<file path="config.mk">
export PLATFORM = sky130hd
export DESIGN_NAME = bounded_priority_job_queue_top
export DESIGN_NICKNAME = d
export VERILOG_FILES = /design/src/rtl/bpjq_pkg.sv /design/src/rtl/bpjq_datapath.sv /design/src/rtl/bpjq_ctrl.sv /design/src/rtl/bounded_priority_job_queue_top.sv
export VERILOG_INCLUDE_DIRS = /design/src /design/src/rtl
export SDC_FILE = /design/constraint.sdc
export NUM_CORES = 1
export LEC_CHECK = 0
export CAP_MARGIN = 20
export CELL_PAD_IN_SITES_DETAIL_PLACEMENT = 1
export CELL_PAD_IN_SITES_GLOBAL_PLACEMENT = 1
export CORE_AREA = 2 2 304 306
export CTS_CLUSTER_DIAMETER = 200
export DETAILED_ROUTE_END_ITERATION = 10
export DIE_AREA = 0 0 306 308
export DONT_BUFFER_PORTS = 1
export PLACE_DENSITY = 0.49
export SLEW_MARGIN = 15
export SYNTH_ARGS = -nofsm -noshare
export SYNTH_HDL_FRONTEND = slang
export SYNTH_SLANG_ARGS = --single-unit
export TNS_END_PERCENT = 20
</file>
<file path="constraint.sdc">
create_clock -name i_clk -period 7.75 [get_ports i_clk]
set_clock_uncertainty 0.15 [all_clocks]
set_input_delay 0 -clock i_clk [delete_from_list [all_inputs] [get_ports i_clk]]
set_output_delay 0 -clock i_clk [all_outputs]
set_load 0.02 [all_outputs]
</file>
<file path="src/rtl/bounded_priority_job_queue_top_defines.svh">
// ----------------------------------------------------------------------------
// Bounded priority job queue assertion macros
// Assertion wrappers used by the controller; they compile to nothing in SYNTH.
// ----------------------------------------------------------------------------
`ifndef BOUNDED_PRIORITY_JOB_QUEUE_TOP_DEFINES_SVH
`define BOUNDED_PRIORITY_JOB_QUEUE_TOP_DEFINES_SVH

`ifndef SYNTH
// Checked property, held off while reset is asserted.
`define BPJQ_ASSERT(lbl, clk, rst_n, prop) \
    lbl: assert property (@(posedge clk) disable iff (!rst_n) prop) \
        else $error("bpjq assertion failed");
// Checked property that also holds during reset.
`define BPJQ_ASSERT_ALWAYS(lbl, clk, prop) \
    lbl: assert property (@(posedge clk) prop) \
        else $error("bpjq assertion failed");
`else
`define BPJQ_ASSERT(lbl, clk, rst_n, prop)
`define BPJQ_ASSERT_ALWAYS(lbl, clk, prop)
`endif

`endif

</file>
<file path="src/rtl/bpjq_pkg.sv">
// ----------------------------------------------------------------------------
// Bounded priority job queue package
// Shared constants, job record type, codes and controller-to-datapath bundle.
// ----------------------------------------------------------------------------
`timescale 1ns / 1ps

package bpjq_pkg;

    localparam int DEPTH  = 8;
    localparam int FILL_W = $clog2(DEPTH + 1);

    localparam int PRIO_W  = 4;
    localparam int CTIME_W = 3;
    localparam int PROD_W  = 8;
    localparam int PID_W   = 22;
    localparam int JID_W   = 17;
    localparam int QUOTA_W = 16;

    typedef logic [FILL_W-1:0]  t_fill;
    typedef logic [QUOTA_W-1:0] t_quota;

    typedef struct packed {
        logic [PRIO_W-1:0]  prio;
        logic [CTIME_W-1:0] ctime;
        logic [PROD_W-1:0]  prod;
        logic [PID_W-1:0]   pid;
        logic [JID_W-1:0]   jid;
    } t_job;

    typedef enum logic {
        CMD_PUSH = 1'b0,
        CMD_POP  = 1'b1
    } t_cmd;

    typedef enum logic [1:0] {
        STAT_DONE  = 2'd0,
        STAT_FULL  = 2'd1,
        STAT_QUOTA = 2'd2,
        STAT_EMPTY = 2'd3
    } t_status;

    // Command bundle from the controller to the datapath.
    typedef struct packed {
        logic  load;   // a request was accepted; update the result job
        logic  push;   // insert the new job in sorted place
        logic  pop;    // remove the top job and present it
        t_fill fill;   // entries held before this request
    } t_dp_ctrl;

endpackage

</file>
<file path="src/rtl/bpjq_datapath.sv">
// ----------------------------------------------------------------------------
// Bounded priority job queue datapath
// Row of job slots kept in descending priority order plus the result job register.
// ----------------------------------------------------------------------------
`timescale 1ns / 1ps

module bpjq_datapath (
    input  logic              i_clk,
    input  bpjq_pkg::t_dp_ctrl i_ctrl,
    input  bpjq_pkg::t_job     i_job,
    output bpjq_pkg::t_job     o_job
);
    import bpjq_pkg::*;

    // Slot 0 holds the job served next; higher slots hold equal or lower priorities.
    t_job             r_slot [DEPTH];
    t_job             n_slot [DEPTH];
    logic [DEPTH-1:0] gt;
    t_job             r_out;
    t_job             n_out;

    // Each held slot compares itself with the new priority in parallel.
    always_comb begin
        for (int k = 0; k < DEPTH; k++) begin
            gt[k] = (FILL_W'(k) < i_ctrl.fill) && (r_slot[k].prio > i_job.prio);
        end
    end

    for (genvar k = 0; k < DEPTH; k++) begin : g_slot
        always_comb begin
            n_slot[k] = r_slot[k];
            if (i_ctrl.push) begin
                if (!gt[k]) begin
                    if (k == 0) begin
                        n_slot[k] = i_job;
                    end else if (gt[(k > 0) ? k - 1 : 0]) begin
                        n_slot[k] = i_job;
                    end else begin
                        n_slot[k] = r_slot[(k > 0) ? k - 1 : 0];
                    end
                end
            end else if (i_ctrl.pop) begin
                if (k < DEPTH - 1) begin
                    n_slot[k] = r_slot[(k < DEPTH - 1) ? k + 1 : k];
                end
            end
        end

        always_ff @(posedge i_clk) begin
            r_slot[k] <= n_slot[k];
        end
    end

    always_comb begin
        n_out = r_out;
        if (i_ctrl.load) begin
            n_out = i_ctrl.pop ? r_slot[0] : '0;
        end
    end

    always_ff @(posedge i_clk) begin
        r_out <= n_out;
    end

    assign o_job = r_out;

endmodule

</file>
<file path="src/rtl/bpjq_ctrl.sv">
// ----------------------------------------------------------------------------
// Bounded priority job queue controller
// Checks room and quota, keeps the counters and sequences the result strobe.
// ----------------------------------------------------------------------------
`timescale 1ns / 1ps

`include "bounded_priority_job_queue_top_defines.svh"

module bpjq_ctrl (
    input  logic                i_clk,
    input  logic                i_rst_n,
    input  logic                i_accept,
    input  bpjq_pkg::t_cmd      i_command,
    input  logic                i_cfg_we,
    input  bpjq_pkg::t_quota    i_cfg_wdata,
    output bpjq_pkg::t_dp_ctrl  o_ctrl,
    output logic                o_valid,
    output bpjq_pkg::t_status   o_status,
    output bpjq_pkg::t_fill     o_occupancy
);
    import bpjq_pkg::*;

    typedef enum logic [1:0] {
        S_IDLE   = 2'b01,
        S_RESULT = 2'b10
    } t_state;

    t_state  r_state, n_state;
    t_fill   r_fill, n_fill;
    t_quota  r_created, n_created;
    t_quota  r_completed, n_completed;
    t_quota  r_total;
    t_status r_status, n_status;
    logic    push_ok;
    logic    pop_ok;
    t_status dec_status;

    // Room is checked before the quota on both commands.
    always_comb begin
        push_ok    = 1'b0;
        pop_ok     = 1'b0;
        dec_status = STAT_DONE;
        unique case (i_command)
            CMD_PUSH: begin
                if (r_fill == FILL_W'(DEPTH)) begin
                    dec_status = STAT_FULL;
                end else if (r_total <= r_created) begin
                    dec_status = STAT_QUOTA;
                end else begin
                    push_ok = 1'b1;
                end
            end
            CMD_POP: begin
                if (r_fill == '0) begin
                    dec_status = STAT_EMPTY;
                end else if (r_total <= r_completed) begin
                    dec_status = STAT_QUOTA;
                end else begin
                    pop_ok = 1'b1;
                end
            end
            default: dec_status = STAT_DONE;
        endcase
    end

    always_comb begin
        n_fill      = r_fill;
        n_created   = r_created;
        n_completed = r_completed;
        n_status    = r_status;
        if (i_accept) begin
            n_status = dec_status;
            if (push_ok) begin
                n_fill    = r_fill + FILL_W'(1);
                n_created = r_created + QUOTA_W'(1);
            end else if (pop_ok) begin
                n_fill      = r_fill - FILL_W'(1);
                n_completed = r_completed + QUOTA_W'(1);
            end
        end
    end

    always_comb begin
        unique case (r_state)
            S_IDLE, S_RESULT: n_state = i_accept ? S_RESULT : S_IDLE;
            default:          n_state = S_IDLE;
        endcase
    end

    always_ff @(posedge i_clk) begin
        if (!i_rst_n) begin
            r_state     <= S_IDLE;
            r_fill      <= '0;
            r_created   <= '0;
            r_completed <= '0;
            r_total     <= '0;
            r_status    <= STAT_DONE;
        end else begin
            r_state     <= n_state;
            r_fill      <= n_fill;
            r_created   <= n_created;
            r_completed <= n_completed;
            r_status    <= n_status;
            if (i_cfg_we) begin
                r_total <= i_cfg_wdata;
            end
        end
    end

    assign o_ctrl.load  = i_accept;
    assign o_ctrl.push  = i_accept && push_ok;
    assign o_ctrl.pop   = i_accept && pop_ok;
    assign o_ctrl.fill  = r_fill;
    assign o_valid      = (r_state == S_RESULT);
    assign o_status     = r_status;
    assign o_occupancy  = r_fill;

    `BPJQ_ASSERT(a_fill_bound, i_clk, i_rst_n, r_fill <= FILL_W'(DEPTH))
    `BPJQ_ASSERT(a_accept_gives_result, i_clk, i_rst_n, i_accept |=> o_valid)
    `BPJQ_ASSERT(a_push_grows, i_clk, i_rst_n,
        (i_accept && push_ok) |=> (r_fill == $past(r_fill) + FILL_W'(1)))
    `BPJQ_ASSERT(a_pop_counts, i_clk, i_rst_n,
        (i_accept && pop_ok) |=> (r_completed == $past(r_completed) + QUOTA_W'(1)))
    `BPJQ_ASSERT(a_done_status, i_clk, i_rst_n,
        (i_accept && (push_ok || pop_ok)) |=> (o_status == STAT_DONE))

endmodule

</file>
<file path="src/rtl/bounded_priority_job_queue_top.sv">
// ----------------------------------------------------------------------------
// Bounded priority job queue
// Fixed-depth job queue kept sorted by priority, with create and complete quotas.
// ----------------------------------------------------------------------------
// The queue takes one request in every clock cycle: busy is always low, so a
// request is accepted at any rising edge with start high. Its result appears on
// the o_ ports in the following cycle, marked by o_valid for exactly that one
// cycle; the receiver cannot stall, so it must capture the result then. Each
// request is done in one step because every held slot compares itself with the new
// priority in parallel and shifts by at most one place in a single step. A push
// goes in below all jobs of higher priority and above jobs of equal or lower
// priority, so a pop returns the highest priority and, among equals, the newest
// job. A push is refused with status full when all slots are held and with
// status quota when total_jobs jobs have already been created; a pop is refused
// with status empty or quota in the same order. Refused requests return zero in
// the job fields and change nothing. Write total_jobs only while no request is
// in flight. The occupancy reported is the count after the request.
// ----------------------------------------------------------------------------
`timescale 1ns / 1ps

module bounded_priority_job_queue_top (
    input  logic                                i_clk,
    input  logic                                i_rst_n,
    // Request channel.
    input  logic                                start,
    output logic                                busy,
    input  logic                                i_command,
    input  logic [bpjq_pkg::PRIO_W-1:0]         i_job_priority,
    input  logic [bpjq_pkg::CTIME_W-1:0]        i_job_compute_time,
    input  logic [bpjq_pkg::PROD_W-1:0]         i_producer_number,
    input  logic [bpjq_pkg::PID_W-1:0]          i_process_ident,
    input  logic [bpjq_pkg::JID_W-1:0]          i_job_ident,
    // Quota register write port.
    input  logic                                i_cfg_we,
    input  logic [bpjq_pkg::QUOTA_W-1:0]        i_cfg_wdata,
    // Result channel.
    output logic                                o_valid,
    output logic [1:0]                          o_status,
    output logic [bpjq_pkg::PRIO_W-1:0]         o_out_priority,
    output logic [bpjq_pkg::CTIME_W-1:0]        o_out_compute_time,
    output logic [bpjq_pkg::PROD_W-1:0]         o_out_producer,
    output logic [bpjq_pkg::PID_W-1:0]          o_out_process_ident,
    output logic [bpjq_pkg::JID_W-1:0]          o_out_job_ident,
    output logic [bpjq_pkg::FILL_W-1:0]         o_occupancy
);
    import bpjq_pkg::*;

    logic     accept;
    t_dp_ctrl ctrl;
    t_job     new_job;
    t_job     res_job;
    t_status  status;
    t_cmd     command;

    // The queue never holds a request off.
    assign busy   = 1'b0;
    assign accept = start && !busy;

    assign command       = t_cmd'(i_command);
    assign new_job.prio  = i_job_priority;
    assign new_job.ctime = i_job_compute_time;
    assign new_job.prod  = i_producer_number;
    assign new_job.pid   = i_process_ident;
    assign new_job.jid   = i_job_ident;

    // The controller decides each request from the fill count and the quotas.
    bpjq_ctrl u_ctrl (
        .i_clk       (i_clk),
        .i_rst_n     (i_rst_n),
        .i_accept    (accept),
        .i_command   (command),
        .i_cfg_we    (i_cfg_we),
        .i_cfg_wdata (i_cfg_wdata),
        .o_ctrl      (ctrl),
        .o_valid     (o_valid),
        .o_status    (status),
        .o_occupancy (o_occupancy)
    );

    // The datapath holds the sorted slots and the popped job.
    bpjq_datapath u_datapath (
        .i_clk  (i_clk),
        .i_ctrl (ctrl),
        .i_job  (new_job),
        .o_job  (res_job)
    );

    assign o_status            = status;
    assign o_out_priority      = res_job.prio;
    assign o_out_compute_time  = res_job.ctime;
    assign o_out_producer      = res_job.prod;
    assign o_out_process_ident = res_job.pid;
    assign o_out_job_ident     = res_job.jid;

endmodule
</file>
==> results.rst <==
.. list-table::
   :header-rows: 1

   * - Metric
     - Value
   * - Total standard cell area after synthesis
     - 27100 µm²
   * - Layout Nets
     - 2563
   * - TritonCTS Buffers
     - 70
   * - Worst Min Path Start
     - i_command
   * - Max Buffers Root-to-Sink
     - 3
   * - Starting Density
     - 29.8%
   * - Via count of the first global-routing pass
     - 19.6k
   * - Post-Synthesis Net Count
     - 2557
   * - Number of instances in the placed design
     - 3425
   * - Actual slew at the worst max-slew pin
     - 1150 ps
   * - Overall fraction of global-route tracks in use
     - 16.1%
   * - Hold path cells
     - 4
   * - Final-report setup violation count
     - 0
   * - Relative slew margins
     - 23.4%
   * - Share of synthesized area occupied by flip-flops and latches
     - 58.1%
   * - Minimum setup slack among reg-to-reg paths
     - around 2800 ps
   * - Reg-to-reg startpoint
     - u_ctrl.r_created[7]$_SDFFE_PN0P_
   * - Core utilization of the finished layout
     - 34.5%
   * - CTS tree
     - built
   * - Worst Path Max Fanout
     - 108
   * - Final Hold Violating Endpoints
     - 0
   * - Setup TNS
     - 0 ps
   * - Post-route DRC
     - 0
   * - Number of cells produced by synthesis
     - 2412
   * - Top cell type's share of synthesized area
     - 53.9%
   * - RR Endpoint
     - u_datapath.r_slot[1][130]$_DFFE_PP_
   * - Chip width
     - 306 µm
   * - Reg2reg path depth
     - 10
   * - Core Region
     - 91000 µm²
   * - Post-Synthesis Mean Instance Area
     - 11.2 µm²
   * - Clk Latency, worst-skew pair
     - 610 ps
   * - Peak VDD IR
     - ~0.14 mV
   * - Overall die area
     - ~94000 µm²
   * - Overall die height
     - 308 µm
   * - Number of max-cap violations
     - 0
   * - Detail-routed net length per standard cell
     - a little over 20 µm
   * - WL final
     - 75500 µm
   * - Min-Delay Endpoint
     - u_ctrl.o_status[1]$_SDFFE_PN0P_
   * - Number of synthesized register bits
     - 542
   * - Cell leakage power
     - 12.6 nW
   * - Share of the clock period used by the worst path after layout
     - around 64%
   * - Final Instance Count excl. Fillers
     - 3661
   * - Total number of placement rows
     - 111
   * - Gpl congestion
     - 0.752
   * - Arrival time of the worst setup path
     - 5110 ps
   * - Post-route worst setup slack
     - between 2000 and 3000 ps
   * - Post-detailed-route count of antenna-violating nets
     - 0
   * - Total power density per cell area
     - 288 nW/µm²
   * - Global-route wire length before repair
     - 119000 µm
   * - Area delta synth->final
     - 15.9%
   * - Pins Over Slew Limit
     - 0
   * - Top cells by area, synth
     - edfxtp_1, mux2i_1, nand2_1
   * - Endpoint kind of the worst setup timing path
     - flop
   * - Number of sinks driven by the clock tree
     - 542
   * - Startpoint type of the worst setup path
     - flop
   * - Number of vias in the routed layout
     - about 18k
   * - Final critical-path required period
     - 4940 ps
   * - Most frequently used cell type in the post-synthesis netlist
     - nand2_1
   * - Antenna violations before repair
     - 2
   * - Cells resized by post-CTS repair
     - 0
   * - Largest area contributor in the netlist
     - edfxtp_1
   * - Via density per instance
     - roughly 4.9
   * - Yosys cell types
     - between 40 and 50
   * - Clock Pin Slew Worst Setup and Hold Paths
     - around 60 ps
   * - WS Path Type
     - flop to flop
   * - Post-synth ARST share
     - 0%
   * - Top post-synthesis cells by count
     - nand2_1, edfxtp_1, mux2i_1
   * - Pin count of the biggest net entering global routing
     - 257
   * - Count of input and output buffers
     - 0
   * - RSZ-0062 raised after global routing
     - false
   * - Worst-case setup slack after placement
     - about 2800 ps
   * - Status
     - complete, no violations
   * - Most used flip-flop cell after synthesis
     - edfxtp_1
   * - CTS Root Buffer Type
     - clkbuf_16
   * - HPWL after detailed placement
     - between 40000 and 50000 µm
   * - Hold/Removal Path Class
     - input pin to flop
   * - Clock H-tree levels
     - 3
   * - Overall overflow remaining after global route
     - 0
   * - DRT iter0 DRCs
     - 980
   * - Number of synthesized flops with an enable pin
     - 486
   * - Max frequency
     - 202 MHz
   * - Required time of the critical path
     - slightly below 8000 ps
   * - Number of warning messages in the yosys log
     - 0
   * - Proportion of layout cells with a drive suffix above 1
     - 8.09%
   * - First-pass iteration count of the detailed router
     - 4
   * - Number of top-level design ports
     - 137
==> metal layers <==
layer  track usage (%)  vias to the layer above  share of wire, %
met4              4.11                        2               2.1
met1              22.0                     8939                48
li1                  -                     8628                 -
met3              2.97                       99               3.5
met5                 0                        -             0.013
met2              26.4                      239                46
==> worst max-delay path by stage <==
stage | start | to | cells past startpoint | slack, ps
floorplan | u_ctrl.r_created[12]$_SDFFE_PN0P_ | u_datapath.r_slot[1][162]$_DFFE_PP_ | 11 | 2270
global placement | u_ctrl.r_created[12]$_SDFFE_PN0P_ | u_datapath.r_slot[1][79]$_DFFE_PP_ | 10 | 2990
detailed placement | u_ctrl.r_completed[2]$_SDFFE_PN0P_ | u_datapath.r_slot[1][96]$_DFFE_PP_ | 9 | 2800
CTS | u_ctrl.r_completed[2]$_SDFFE_PN0P_ | u_datapath.r_slot[1][95]$_DFFE_PP_ | 9 | 2800
global route | u_ctrl.r_created[7]$_SDFFE_PN0P_ | u_datapath.r_slot[1][130]$_DFFE_PP_ | 10 | 2370
finish | u_ctrl.r_created[7]$_SDFFE_PN0P_ | u_datapath.r_slot[1][130]$_DFFE_PP_ | 10 | 2810
==> what timing repair did <==
item                      in CTS  in global routing
buffers inserted               0                  0
hold endpoints to repair     557                  0
hold buffers                 107                  0
==> through the flow <==
stage | area [µm²] | total power, mW | hold slack, ps
2_1_floorplan | 27100 | 5.29 | -37.5
3_3_place_gp | 28100 | 5.80 | -15.6
3_5_place_dp | 28100 | 5.85 | -15.4
4_1_cts | 31400 | 9.23 | 81.6
5_1_grt | 31400 | 9.57 | 115
6_report | 31400 | 9.05 | 128
==> state kept, by name, summed over array words and instances, names as in the netlist <==
register	count
u_ctrl.o_occupancy	4
u_ctrl.r_total	16
u_datapath.r_slot	432
u_ctrl.r_completed	16
u_ctrl.o_status	2
u_ctrl.r_state	2
u_datapath.o_job	54
u_ctrl.r_created	16
==> where the power goes <==
| group | internal [mW] | leakage, nW | switching, mW |
|---|---|---|---|
| Sequential | 3.80 | 5.02 | 0.245 |
| Clock | 1.90 | 1.08 | 1.31 |
| Combinational | 0.647 | 6.49 | 1.15 |
==> layout make-up <==
class	count	area (µm²)
Fill cell	9774	59600
Sequential cell	542	15700
Timing Repair Buffer	136	1340
Tap cell	1186	1480
Multi-Input combinational cell	1621	10400
Inverter	47	176
Antenna cell	2	5.00
Clock inverter	34	303
Clock buffer	93	1910
==> cells in the final DEF, fill, tap and decap left out, types with 9 or more instances in the layout <==
cell type and count:
o21ai_0 150, o21ai_1 196, nor2_1 59, and3_1 9, a21oi_1 44, nand4_1 25, nor2b_1 12, nand3_1 11
nand2_1 502, nor3_1 9, buf_4 26, dfxtp_1 56, clkbuf_1 18, clkinv_1 14, mux2i_1 330, clkinv_2 10
and2_1 55, inv_1 46, o21a_1 13, edfxtp_1 486, mux2_2 51, dlygate4sd3_1 106, clkbuf_16 72, xnor2_1 24
ha_1 70
==> critical path: stages, from the launching register on <==
cell	delay (ps)
dfxtp_1	380
inv_1	90
ha_1	320
nand4_1	170
or4_1	570
and3_1	250
o31ai_4	90
buf_4	620
buf_4	730
buf_4	910
o21ai_0	260
==> cell families (layout without fill, tap and decap cells) <==
kind of cell	after synthesis	count (layout)	synth area share [%]
XOR/XNOR	25	25	0.809
other	1	3	0.0139
buffers and inverters	249	310	3.84
AND/OR/NAND/NOR	710	710	11.2
AO/OA/AOI/OAI	434	434	8.46
adder cells (fa/ha/maj)	70	70	3.24
flip-flops	542	542	58.1
multiplexers	381	381	14.3
(Power assumes the default switching activity.)
